`src/hw/rtl/palri_pkg.sv`:
```
package palri_pkg;

  // command codes
  localparam logic [1:0] CMD_WRITE  = 2'd0;
  localparam logic [1:0] CMD_READ   = 2'd1;
  localparam logic [1:0] CMD_LOOKUP = 2'd2;

  // intensity register bytes
  localparam logic [11:0] INT_HI_ADDR = 12'h07f;
  localparam logic [11:0] INT_LO_ADDR = 12'h0ff;

  // base addresses of the colour groups (high byte, low byte)
  localparam logic [11:0] SPR_HI_BASE = 12'h000;
  localparam logic [11:0] SPR_LO_BASE = 12'h080;
  localparam logic [11:0] BG0_HI_BASE = 12'h400;
  localparam logic [11:0] BG0_LO_BASE = 12'h800;
  localparam logic [11:0] BG1_HI_BASE = 12'h500;
  localparam logic [11:0] BG1_LO_BASE = 12'h900;
  localparam logic [11:0] TXT_HI_BASE = 12'h700;
  localparam logic [11:0] TXT_LO_BASE = 12'hb00;

  // first colour of each group
  localparam logic [9:0] BG0_FIRST = 10'd128;
  localparam logic [9:0] BG1_FIRST = 10'd384;
  localparam logic [9:0] TXT_FIRST = 10'd640;

  // colour index decode result
  typedef struct packed {
    logic [11:0] hi_addr;
    logic [11:0] lo_addr;
    logic        hit;
    logic        bg0;
  } map_t;

endpackage

```
`src/hw/rtl/palri_map.sv`:
```
module palri_map import palri_pkg::*; (
  input  logic [9:0] color_index,
  output map_t       map
);

  logic [11:0] idx;

  assign idx = {2'b00, color_index};

  // colour index to byte pair
  always_comb begin
    map = '0;
    if (color_index < 10'd127) begin
      map.hi_addr = SPR_HI_BASE + idx;
      map.lo_addr = SPR_LO_BASE + idx;
      map.hit     = 1'b1;
    end else if (color_index inside {[BG0_FIRST:BG1_FIRST - 10'd1]}) begin
      map.hi_addr = BG0_HI_BASE + idx - {2'b00, BG0_FIRST};
      map.lo_addr = BG0_LO_BASE + idx - {2'b00, BG0_FIRST};
      map.hit     = 1'b1;
      map.bg0     = 1'b1;
    end else if (color_index inside {[BG1_FIRST:TXT_FIRST - 10'd1]}) begin
      map.hi_addr = BG1_HI_BASE + idx - {2'b00, BG1_FIRST};
      map.lo_addr = BG1_LO_BASE + idx - {2'b00, BG1_FIRST};
      map.hit     = 1'b1;
    end else if (color_index inside {[TXT_FIRST:10'd895]}) begin
      map.hi_addr = TXT_HI_BASE + idx - {2'b00, TXT_FIRST};
      map.lo_addr = TXT_LO_BASE + idx - {2'b00, TXT_FIRST};
      map.hit     = 1'b1;
    end
  end

endmodule

```
`config.mk`:
```
export PLATFORM = sky130hd
export DESIGN_NAME = palri_map
export DESIGN_NICKNAME = d
export VERILOG_FILES = /design/src/hw/rtl/palri_pkg.sv /design/src/hw/rtl/palri_map.sv
export SDC_FILE = /design/constraint.sdc
export NUM_CORES = 1
export LEC_CHECK = 0
export CAP_MARGIN = 10
export CORE_AREA = 5 5 42 44
export DETAILED_ROUTE_END_ITERATION = 16
export DIE_AREA = 0 0 47 49
export DONT_BUFFER_PORTS = 1
export SLEW_MARGIN = 20
export SYNTH_ARGS = -nofsm -noshare
export SYNTH_HDL_FRONTEND = slang
export SYNTH_SLANG_ARGS = --single-unit
export TNS_END_PERCENT = 20
```
`constraint.sdc`:
```
create_clock -name vclk -period 2.3
set_input_delay 0.46 -clock vclk [all_inputs]
set_output_delay 0.46 -clock vclk [all_outputs]
set_load 0.005 [all_outputs]
```
==> results of run 1 <==
-- per-layer routing --
metal	track usage (%)	share of wire (%)	vias up
met5	0	0	-
met1	15.9	42	221
met2	18.8	50	14
met4	0	0	0
li1	-	-	244
met3	2.95	8.4	0
-- final cells by class --
cell class	instances	area, sq um
multi-input combinational	59	477
fill	166	893
inverter	3	11.3
tap	16	20.0
-- cell usage in the layout, fill, tap and decap left out, drive strengths merged, types with 3 or more instances in the layout --
cell type and count:
nand2 7, o2bb2ai 7, nor2 4, ha 4, o21ai 4, nand2b 3
o211ai 3, inv 3, nor3 3
-- logic make-up after synthesis --
logic type,Yosys count,synth area share [%]
buffers and inverters,15,18.6
AOI/OAI and AO/OA,23,33.8
other,1,0.640
adders and majority gates,4,8.55
xor gates and xnor gates,2,2.99
and+or+nand+nor,29,35.5
-- per-stage QoR --
step / cells / utilization (%) / area, sq um
floorplan: 74 / - / 586
global placement: 78 / 36.3 / 508
detailed placement: 78 / 36.3 / 508
CTS: 78 / 36.3 / 508
global route: 78 / 36.3 / 508
finish: 78 / 36.3 / 508
-- path summary, 6_finish.rpt --
path,start,end,slack [ns],depth (start not counted)
setup / recovery,color_index[7],map[13],0.40,5
hold / removal,color_index[7],map[21],0.95,1
-- report_power, final --
part	total, uW	switching, uW	internal (uW)
clock	0	0	0
sequential	0	0	0
combinational	84.1	48.2	35.9
total	84.1	48.2	35.9
==> reports/results.tsv, run 1 <==
stage	metric	value	unit
status	status	completed	
critical_path	Setup crit start kind	input port	
yosys	top cells by count, synth	buf_4 (9), nand2_1 (7), o2bb2ai_1 (7), ha_1 (4), nor2_1 (4)	
die	Core ar.	1400	sq um
pwr	final total power	84.1	uW
timing	final worst setup slack	0.402	ns
yosys	cells after synthesis	74	
yosys	Yosys top cell by area	buf_4	
layout	Seq. cell area	0	sq um
timing	Max Freq	527	MHz
flow_run	Max Cap Violations	0	
global_route	largest net degree at the start of global routing	16	
routing	DRC	0	
die	I/O Pins	36	
timing	Final Hold Viols	0	
yosys	Synth cell types	34	
critical_path	crit path kind	input port to output pin	
yosys	yosys warns	0	
routing	Vias/cell	6.14	
timing	fin crit period	1.90	ns
pwr	leakage power	0.000199	uW
critical_path	critical path arrival	1.44	ns
die	Die Y	49	um
die	die area	2300	sq um
global_route	vias in the first global route	445	
timing	final worst-path cycle share	82.5	%
pwr	Max VDD drop	0.0583	mV
cts	Post-CTS Setup Bufs	0	
layout	ratio of cells with drive above 1 in the final layout	14.5	%
routing	1st-iter DRT viols	2	
yosys	Mapped Area	586	sq um
yosys	syn_area_per_cell	7.91	sq um
routing	vias	479	
routing	WL/cell	16.0	um
place	I/O Buffers	0	
yosys	most numerous cell in the Yosys netlist	buf_4	
critical_path	crit path buf inv count	1	
critical_path	Crit path max-delay family	compound AO/OA/AOI/OAI gates	
layout	Final nets	78	
critical_path	CP Max Fanout	15	
timing	RSZ-0062 raised after global routing	false	
place	Final GP Congestion	0.705	
die	chip width	47	um
place	Final HPWL DP	1.04	mm
global_route	first-pass GRT wire length	2.18	mm
layout	ant diodes	0	
routing	drt first pass iters	3	
critical_path	CP cell instances	inv_2 -> ha_1 -> ha_1 -> a21o_1 -> a2111oi_4	
die	row count	14	
layout	Area Overhead vs Synth	-13.2	%
critical_path	Worst setup EP type	output pin	
critical_path	CP max stage delay	0.34	ns
timing	Final Max Tran Viols	0	
critical_path	CP most frequent cell	ha_1	
die	initial core utilization	41.8	%
layout	FFs & Latches	0	
global_route	total gr overflow	0	
critical_path	CP max stage cell	a2111oi_4	
timing	total negative slack	0	ns
global_route	Total GRT Usage	11.5	%
global_route	initial antenna violation count	0	
routing	Routed Antenna Nets	0	
pwr	power per cell area	166	nW/um^2
yosys	Seq/Total Area, Yosys	0	%
timing	Final Setup Violations	0	
cts	hold buffers post-CTS	0	
place	post-place setup slack	0.395	ns
yosys	Area contributors post-synth	buf_4 (12%), o2bb2ai_1 (10%), ha_1 (8.5%)	
timing	Hold Slack	0.952	ns
critical_path	Worst Path Required	1.84	ns
hold_path	HP Class	input port to output pin	
cts	Resized Gates After CTS	0	
yosys	top cell type's share of synthesized area	11.5	%
yosys	Synthesized Nets	88	
layout	# clk buffers	0	
routing	Final Routed Wirelength	1.25	mm
(Power assumes the default switching activity.)
==> inputs of run 2 (changes only) <==
clock period = 1.65 ns   (was 2.3 ns; I/O delays follow)
==> reports/results.tsv, run 2 (synthesized netlist as in run 1, its figures left out) <==
stage	metric	value	unit
die	initial core utilization	41.8	%
pwr	internal power	55.0	uW
layout	Area Overhead vs Synth	-7.26	%
critical_path	critical path arrival	1.28	ns
die	die area	2300	sq um
layout	ant diodes	0	
critical_path	CP cell instances	ha_1 -> ha_1 -> and3b_1 -> o21ai_2 -> o211ai_1	
routing	1st-iter DRT viols	9	
pwr	clock network fraction of total power	0	%
timing	Final Setup Violations	0	
critical_path	Worst Path Required	1.32	ns
critical_path	Worst setup EP type	output pin	
layout	Seq. cell area	0	sq um
layout	final core utilization	38.8	%
pwr	Sw Pwr	70.2	uW
pwr	combinational power share	100.0	%
pwr	power per cell area	230	nW/um^2
status	status	completed	
die	row count	14	
critical_path	crit path kind	input port to output pin	
critical_path	CP max stage cell	ha_1	
global_route	first-pass GRT wire length	2.10	mm
place	I/O Buffers	0	
pwr	leakage power	0.000215	uW
cts	Post-CTS Setup Bufs	0	
routing	Final Routed Wirelength	1.24	mm
global_route	largest net degree at the start of global routing	16	
global_route	total gr overflow	0	
die	I/O Pins	36	
global_route	initial antenna violation count	0	
pwr	Max VDD drop	0.0809	mV
layout	Final nets	81	
layout	most frequent cells in the layout	nand2_1 (7), o2bb2ai_1 (7), nor2_1 (4)	
critical_path	CP most frequent cell	ha_1	
global_route	vias in the first global route	447	
pwr	Switching Fraction	56.1	%
timing	fin crit period	1.61	ns
critical_path	Setup crit start kind	input port	
die	chip width	47	um
layout	ratio of cells with drive above 1 in the final layout	23.1	%
routing	drt first pass iters	4	
routing	Routed Antenna Nets	0	
timing	Max Freq	622	MHz
place	Final GP Congestion	0.743	
timing	Final Max Tran Viols	0	
timing	Final Hold Viols	0	
layout	# clk buffers	0	
layout	FFs & Latches	0	
routing	vias	487	
flow_run	Max Cap Violations	0	
hold_path	HP Class	input port to output pin	
routing	DRC	0	
timing	RSZ-0062 raised after global routing	true	
cts	hold buffers post-CTS	0	
critical_path	CP Max Fanout	15	
timing	final worst-path cycle share	97.5	%
critical_path	CP max stage delay	0.30	ns
routing	Vias/cell	6.01	
pwr	sequential share of power	0	%
place	Final HPWL DP	1.00	mm
timing	total negative slack	0	ns
global_route	Total GRT Usage	11.0	%
routing	WL/cell	15.3	um
die	Core ar.	1400	sq um
die	Die Y	49	um
-- run 2: cell count changes in the layout (fill, tap and decap cells not counted), sizes merged --
cell and delta:
buf +3
-- run 2: path summary, 6_finish.rpt --
path / start / to / slack, ns / depth (start not counted)
worst min-delay path: color_index[7] / map[21] / 0.69 / 1
worst max-delay path: color_index[7] / map[23] / 0.04 / 5
-- run 2: worst max-delay path, delay by kind of cell --
family / cells / cell delay [ns]
adders and majority gates: 2 / 0.49
and+or+nand+nor: 1 / 0.18
AOI/OAI and AO/OA: 2 / 0.27
-- run 2: stage by stage --
stage          instances  setup WS (ns)  instance area [sq um]  hold WS, ns  power [uW]
2_1_floorplan         74         0.0267                    592        0.768         139
3_3_place_gp          81         0.0265                    533        0.691         121
3_5_place_dp          81         0.0175                    533        0.692         123
5_1_grt               81        -0.0286                    543        0.695         143
6_report              81         0.0413                    543        0.692         125
4_1_cts               81         0.0163                    533        0.692         123
-- run 2: timing repair --
item / in CTS / in global routing
endpoints found under the hold margin: 0 / 0
gates resized for setup: 0 / 2
setup endpoints to repair: 0 / 7
-- run 2: final cells by class --
class                      instances  area (sq um)
fill                             153           858
inverter                           3          11.3
multi-input combinational         59           489
tap                               16          20.0
timing repair buffer               3          22.5
-- run 2: routing by layer --
metal	up-vias	track usage [%]	part of all wire, %
met1	222	14.6	41
li1	249	-	-
met4	0	0	0
met2	16	17.4	48
met3	0	4.80	11
met5	-	0	0
-- run 2: power groups by stage --
stage          sequential [uW]  clock [uW]  combinational (uW)
2_1_floorplan                0           0                 139
3_3_place_gp                 0           0                 121
3_5_place_dp                 0           0                 123
4_1_cts                      0           0                 123
5_1_grt                      0           0                 143
6_report                     0           0                 125
