[src/hw/rtl/palri_pkg.sv]
package palri_pkg;

  // command codes
  localparam logic [1:0] CMD_WRITE  = 2'd0;
  localparam logic [1:0] CMD_READ   = 2'd1;
  localparam logic [1:0] CMD_LOOKUP = 2'd2;

  // intensity register bytes
  localparam logic [11:0] INT_HI_ADDR = 12'h07f;
  localparam logic [11:0] INT_LO_ADDR = 12'h0ff;

  // base addresses of the colour groups (high byte, low byte)
  localparam logic [11:0] SPR_HI_BASE = 12'h000;
  localparam logic [11:0] SPR_LO_BASE = 12'h080;
  localparam logic [11:0] BG0_HI_BASE = 12'h400;
  localparam logic [11:0] BG0_LO_BASE = 12'h800;
  localparam logic [11:0] BG1_HI_BASE = 12'h500;
  localparam logic [11:0] BG1_LO_BASE = 12'h900;
  localparam logic [11:0] TXT_HI_BASE = 12'h700;
  localparam logic [11:0] TXT_LO_BASE = 12'hb00;

  // first colour of each group
  localparam logic [9:0] BG0_FIRST = 10'd128;
  localparam logic [9:0] BG1_FIRST = 10'd384;
  localparam logic [9:0] TXT_FIRST = 10'd640;

  // colour index decode result
  typedef struct packed {
    logic [11:0] hi_addr;
    logic [11:0] lo_addr;
    logic        hit;
    logic        bg0;
  } map_t;

endpackage

[src/hw/rtl/palri_shade.sv]
module palri_shade import palri_pkg::*; (
  input  logic [7:0]  hi_byte,
  input  logic [7:0]  lo_byte,
  input  logic [11:0] intensity,
  input  logic        hit,
  input  logic        bg0,
  output logic [7:0]  red,
  output logic [7:0]  green,
  output logic [7:0]  blue
);

  logic [3:0] nr, ng, nb;
  logic [3:0] kr, kg, kb;

  // intensity applies to the first background layer only
  assign kr = bg0 ? intensity[11:8] : 4'd0;
  assign kg = bg0 ? intensity[7:4]  : 4'd0;
  assign kb = bg0 ? intensity[3:0]  : 4'd0;

  // reduce with floor at zero
  assign nr = (hi_byte[7:4] > kr) ? hi_byte[7:4] - kr : 4'd0;
  assign ng = (hi_byte[3:0] > kg) ? hi_byte[3:0] - kg : 4'd0;
  assign nb = (lo_byte[7:4] > kb) ? lo_byte[7:4] - kb : 4'd0;

  // widen nibble to 8 bits, black on a miss
  assign red   = hit ? {nr, nr} : 8'd0;
  assign green = hit ? {ng, ng} : 8'd0;
  assign blue  = hit ? {nb, nb} : 8'd0;

endmodule

[config.mk]
export PLATFORM = sky130hd
export DESIGN_NAME = palri_shade
export DESIGN_NICKNAME = d
export VERILOG_FILES = /design/src/hw/rtl/palri_pkg.sv /design/src/hw/rtl/palri_shade.sv
export SDC_FILE = /design/constraint.sdc
export NUM_CORES = 1
export LEC_CHECK = 0
export ABC_AREA = 1
export BUFFER_PORTS_ARGS = -buffer_cell sky130_fd_sc_hd__buf_2
export CORE_MARGIN = 2
export CORE_UTILIZATION = 30
export DETAILED_ROUTE_END_ITERATION = 7
export SLEW_MARGIN = 25
export SYNTH_ARGS = -nofsm -noshare
export SYNTH_HDL_FRONTEND = slang
export SYNTH_SLANG_ARGS = --single-unit
[constraint.sdc]
create_clock -name vclk -period 6.8
set_input_delay 2.04 -clock vclk [all_inputs]
set_output_delay 2.04 -clock vclk [all_outputs]
set_load 0.02 [all_outputs]
==> results of run 1 <==
## worst paths after layout
| kind | startpoint | to | slack, ps |
|---|---|---|---|
| max | bg0 | green[4] | 1210 |
| min | hi_byte[4] | red[4] | 4560 |
## cell families after synthesis
group | count (synthesis)
AO/OA/AOI/OAI | 9
XOR/XNOR | 3
adder cells (fa/ha/maj) | 18
buffers and inverters | 32
AND/OR/NAND/NOR | 54
## routing by layer
layer  global-route usage  up-vias  wire length [um]
met3                    0        0               107
met4                    0        0                 0
met5                    0        -                 0
li1                     -      419                 -
met1               0.1364      324               609
met2               0.2325       26               843
## synthesized netlist by cell type
cell type   n
buf_4      12
a21oi_1     6
o21ai_2     3
buf_2       1
nor2_2      3
fa_1        3
nand2_2     6
nand3_1     6
inv_1      19
ha_1       15
nor2_1     15
nand2_1    24
xor2_1      3
## critical path: stages
cell     delay (ps)
buf_2           180
nand2_1          80
inv_1            40
ha_1            200
fa_1            430
o21ai_2         170
nand2_2         100
nor2_1          130
buf_2           190
## metrics by stage
step | power [mW] | utilization | area, um^2
floorplan | 0.06871 | - | 729.5
CTS | 0.08689 | 0.4079 | 919.6
global placement | 0.08526 | 0.4079 | 919.6
global route | 0.09677 | 0.4079 | 919.6
detailed placement | 0.08651 | 0.4079 | 919.6
finish | 0.08525 | 0.4079 | 919.6
## area by class of cell
type	count	area, um^2	area share
inverter	19	71.32	0.07755
multi-input combinational	84	563.0	0.6122
tap	28	35.03	0.03810
timing repair buffer	50	250.2	0.2721
## power by group
group          switching [mW]  internal, mW
registers                   0             0
clock network               0             0
logic                  0.0530        0.0323
==> impl_metrics.toml, run 1 <==
[synthesis]
ys_seq_area_frac = 0
synth_area_leader_cell = "ha_1"
netlist_top_cells_area = "ha_1, buf_4, nand2_1, inv_1, fa_1"
postSynthCellCount = 116
synth_top_family_by_area = "adder cells"
synth_mux_area_frac = 0
ys_warn_count = 0
synthAdderAreaFrac = 0.3396
post_synth_instance_area_um2 = 729.5
syn_area_per_cell_um2 = 6.288
syn_nets = 164
synth_top_area_frac = 0.2573
synth_xor_area_frac = 0.03602
yosys.area_share.simple = 0.3190
ys_types = 13
synth_compound_area_frac = 0.07719

[pwr]
p_per_area_mw_per_mm2 = 92.70
ir_worst_vdd_mv = 0.03953
p_leak_nw = 0.6225

[drt]
num_vias = 769
drc = 0
drt-pass1-iter-count = 3
ant_nets = 0
first_iter_violations = 3
vias_per_cell = 4.249
wl_mm = 1.560
post_drt_wl_per_cell_um = 8.619

[sta]
drv_slew = 0
max_slew.worst_pin.slew_ps = 225.6
setup_viol_count_final = 0
fin_tns_setup_ps = 0
setup_ws_ps = 1212
holdWs_ps = 4559
min_period_ps = 5588
clock.fmax_ghz = 0.1789
hold_viol = 0
relSlewSlack = 0.8496
period_share = 0.8218
rsz0062_at_grt = "no"

[grt]
grt_pass1_wl_mm = 2.580
globalRouteOverflowTotal = 0
track_usage = 0.1135
grt_pass1_vias = 664
grt_antenna_before_repair = 0
grt_max_degree = 13

[critical_path]
end_kind = "output port"
start_kind = "primary input"
crit_path_max_fanout = 12
cp.required_ps = 4760
critPathKind = "in2out"
arrival_ps = 3550

[layout]
nNetsFinal = 203
drive_above_1_share = 0.4052
syn_to_final_growth_pct = 26.07
nFlopsAndLatches = 0
final_cells = 181
final-seq-area_um2 = 0
mostFrequentLayoutCells = "buf_2, nand2_1, inv_1"
fillers = 275
clockBufferCount = 0
num_antenna_cells = 0
layout_commonest_cell = "buf_2"

[min_path]
min_path_type = "in2out"
hold_depth = 5

[place]
dpl.cell_count = 181
pre_cts_ws_ps = 1195
dp_hpwl_mm = 1.436
io_buffers = 50
place.gp.congestion = 0.7669

[run_status]
outcome = "complete, no violations"

[floorplanning]
die_w_um = 53.31
start_util = 0.3235
die-area_mm2 = 0.002842
core-area_mm2 = 0.002255
io_pins = 54
rows = 17
die_y_um = 53.31

[cts]
post-cts-setup-buffers = 0
cts_resized = 0
hold_buffers = 0

[flow_run]
cap_violations = 0
Power figures use the tool's default switching activity.
==> inputs of run 2 (changes only) <==
--- a/config.mk
+++ b/config.mk
@@ -5,7 +5,7 @@
 export SDC_FILE = /design/constraint.sdc
 export NUM_CORES = 1
 export LEC_CHECK = 0
-export ABC_AREA = 1
+export ABC_AREA = 0
 export BUFFER_PORTS_ARGS = -buffer_cell sky130_fd_sc_hd__buf_2
 export CORE_MARGIN = 2
 export CORE_UTILIZATION = 30
==> constraint.sdc (replaced) <==
create_clock -name vclk -period 5.15
set_input_delay 1.545 -clock vclk [all_inputs]
set_output_delay 1.545 -clock vclk [all_outputs]
set_load 0.02 [all_outputs]
==> run 2 against run 1 <==
  * Area after synthesis increased by 8.4%
  * Setup slack worse by 980 ps
  * Cell count is 7.2% lower
  * Non-clock buffer count unchanged
  * Critical path type unchanged
  * Largest cell class unchanged
==> impl_metrics.toml, run 2 <==
[grt]
grt_max_degree = 13
grt_antenna_before_repair = 0
grt_pass1_vias = 805
grt_pass1_wl_mm = 3.222
track_usage = 0.1190
globalRouteOverflowTotal = 0

[sta]
drv_slew = 0
rsz0062_at_grt = "no"
holdWs_ps = 3640
hold_viol = 0
fin_tns_setup_ps = 0
max_slew.worst_pin.slew_ps = 418.5
min_period_ps = 4917
period_share = 0.9547
clock.fmax_ghz = 0.2034
setup_viol_count_final = 0
relSlewSlack = 0.7207
setup_ws_ps = 233.2

[min_path]
min_path_type = "in2out"

[drt]
ant_nets = 0
drc = 0
vias_per_cell = 4.917
drt-pass1-iter-count = 4
post_drt_wl_per_cell_um = 11.02
num_vias = 826
wl_mm = 1.852
first_iter_violations = 17

[floorplanning]
die_y_um = 55.34
rows = 18
die_w_um = 55.34
core-area_mm2 = 0.002477
io_pins = 54
start_util = 0.3192
die-area_mm2 = 0.003063

[pwr]
ir_worst_vdd_mv = 0.04542
p_leak_nw = 0.5677
p_per_area_mw_per_mm2 = 120.1

[synthesis]
postSynthCellCount = 102
post_synth_instance_area_um2 = 790.8
syn_nets = 150
ys_seq_area_frac = 0
synth_top_area_frac = 0.2373
ys_types = 19
ys_top_cells_by_count = "ha_1, inv_1, buf_4"
synth.most_common_cell = "ha_1"
netlist_top_cells_area = "ha_1, buf_4, fa_1, a221oi_2, inv_1"
syn_area_per_cell_um2 = 7.753
ys_warn_count = 0
synth_area_leader_cell = "ha_1"

[critical_path]
arrival_ps = 3370
critPathKind = "in2out"
cp.required_ps = 3610
start_kind = "primary input"
crit_path_max_fanout = 12
end_kind = "output port"

[layout]
layout_commonest_cell = "buf_2"
clockBufferCount = 0
nFlopsAndLatches = 0
final_util = 0.3960
fillers = 287
drive_above_1_share = 0.4348
num_antenna_cells = 0
nNetsFinal = 188
syn_to_final_growth_pct = 24.05
final-seq-area_um2 = 0
mostFrequentLayoutCells = "buf_2, ha_1, inv_1"
multi_input_area_um2 = 644.4

[place]
pre_cts_ws_ps = 218.8
io_buffers = 50
dp_hpwl_mm = 1.618
place.gp.congestion = 0.7507

[run_status]
outcome = "complete, no violations"

[cts]
cts_resized = 0
hold_buffers = 0
post-cts-setup-buffers = 0

[flow_run]
cap_violations = 0
[run 2: logic make-up (layout without fill, tap and decap cells)]
kind of cell               Yosys count  in the layout  synth area share
AOI/OAI and AO/OA                   24             24            0.2737
adders and majority gates           18             18            0.3133
and+or+nand+nor                     33             33            0.2278
buffers and inverters               27             63            0.1851
[run 2: worst max-delay path, cell delays in order]
cell	delay, ps
buf_2	180
and2_1	170
ha_1	200
fa_1	410
and2b_1	220
o21ai_2	70
a221oi_1	350
buf_2	230
[run 2: path summary, 6_finish.rpt]
check	start	end	depth (start not counted)
worst max-delay path	bg0	blue[3]	8
worst min-delay path	hi_byte[4]	red[4]	5
[run 2: layout make-up]
cell class         count  area share
repair buffers        50      0.2551
well taps             30     0.03827
inverters             13     0.04974
multi-input cells     75      0.6569
[run 2: stage by stage]
| stage | area [um^2] | total power [mW] | std cells |
|---|---|---|---|
| after floorplan | 790.8 | 0.09335 | 102 |
| after global placement | 980.9 | 0.1161 | 168 |
| after detailed placement | 980.9 | 0.1183 | 168 |
| after CTS | 980.9 | 0.1189 | 168 |
| after global routing | 980.9 | 0.1306 | 168 |
| final | 980.9 | 0.1178 | 168 |
[run 2: report_power, final]
part           total (mW)  internal (mW)  leakage [nW]  switching [mW]
clock network           0              0             0               0
logic               0.118         0.0473         0.568          0.0705
registers               0              0             0               0
[run 2: metal layers]
layer | track usage | wire length (um) | up-vias
met3 | 0.009368 | 93 | 0
li1 | - | - | 430
met4 | 0.003484 | 0 | 0
met5 | 0 | 0 | -
met2 | 0.2398 | 932 | 29
met1 | 0.1410 | 826 | 367
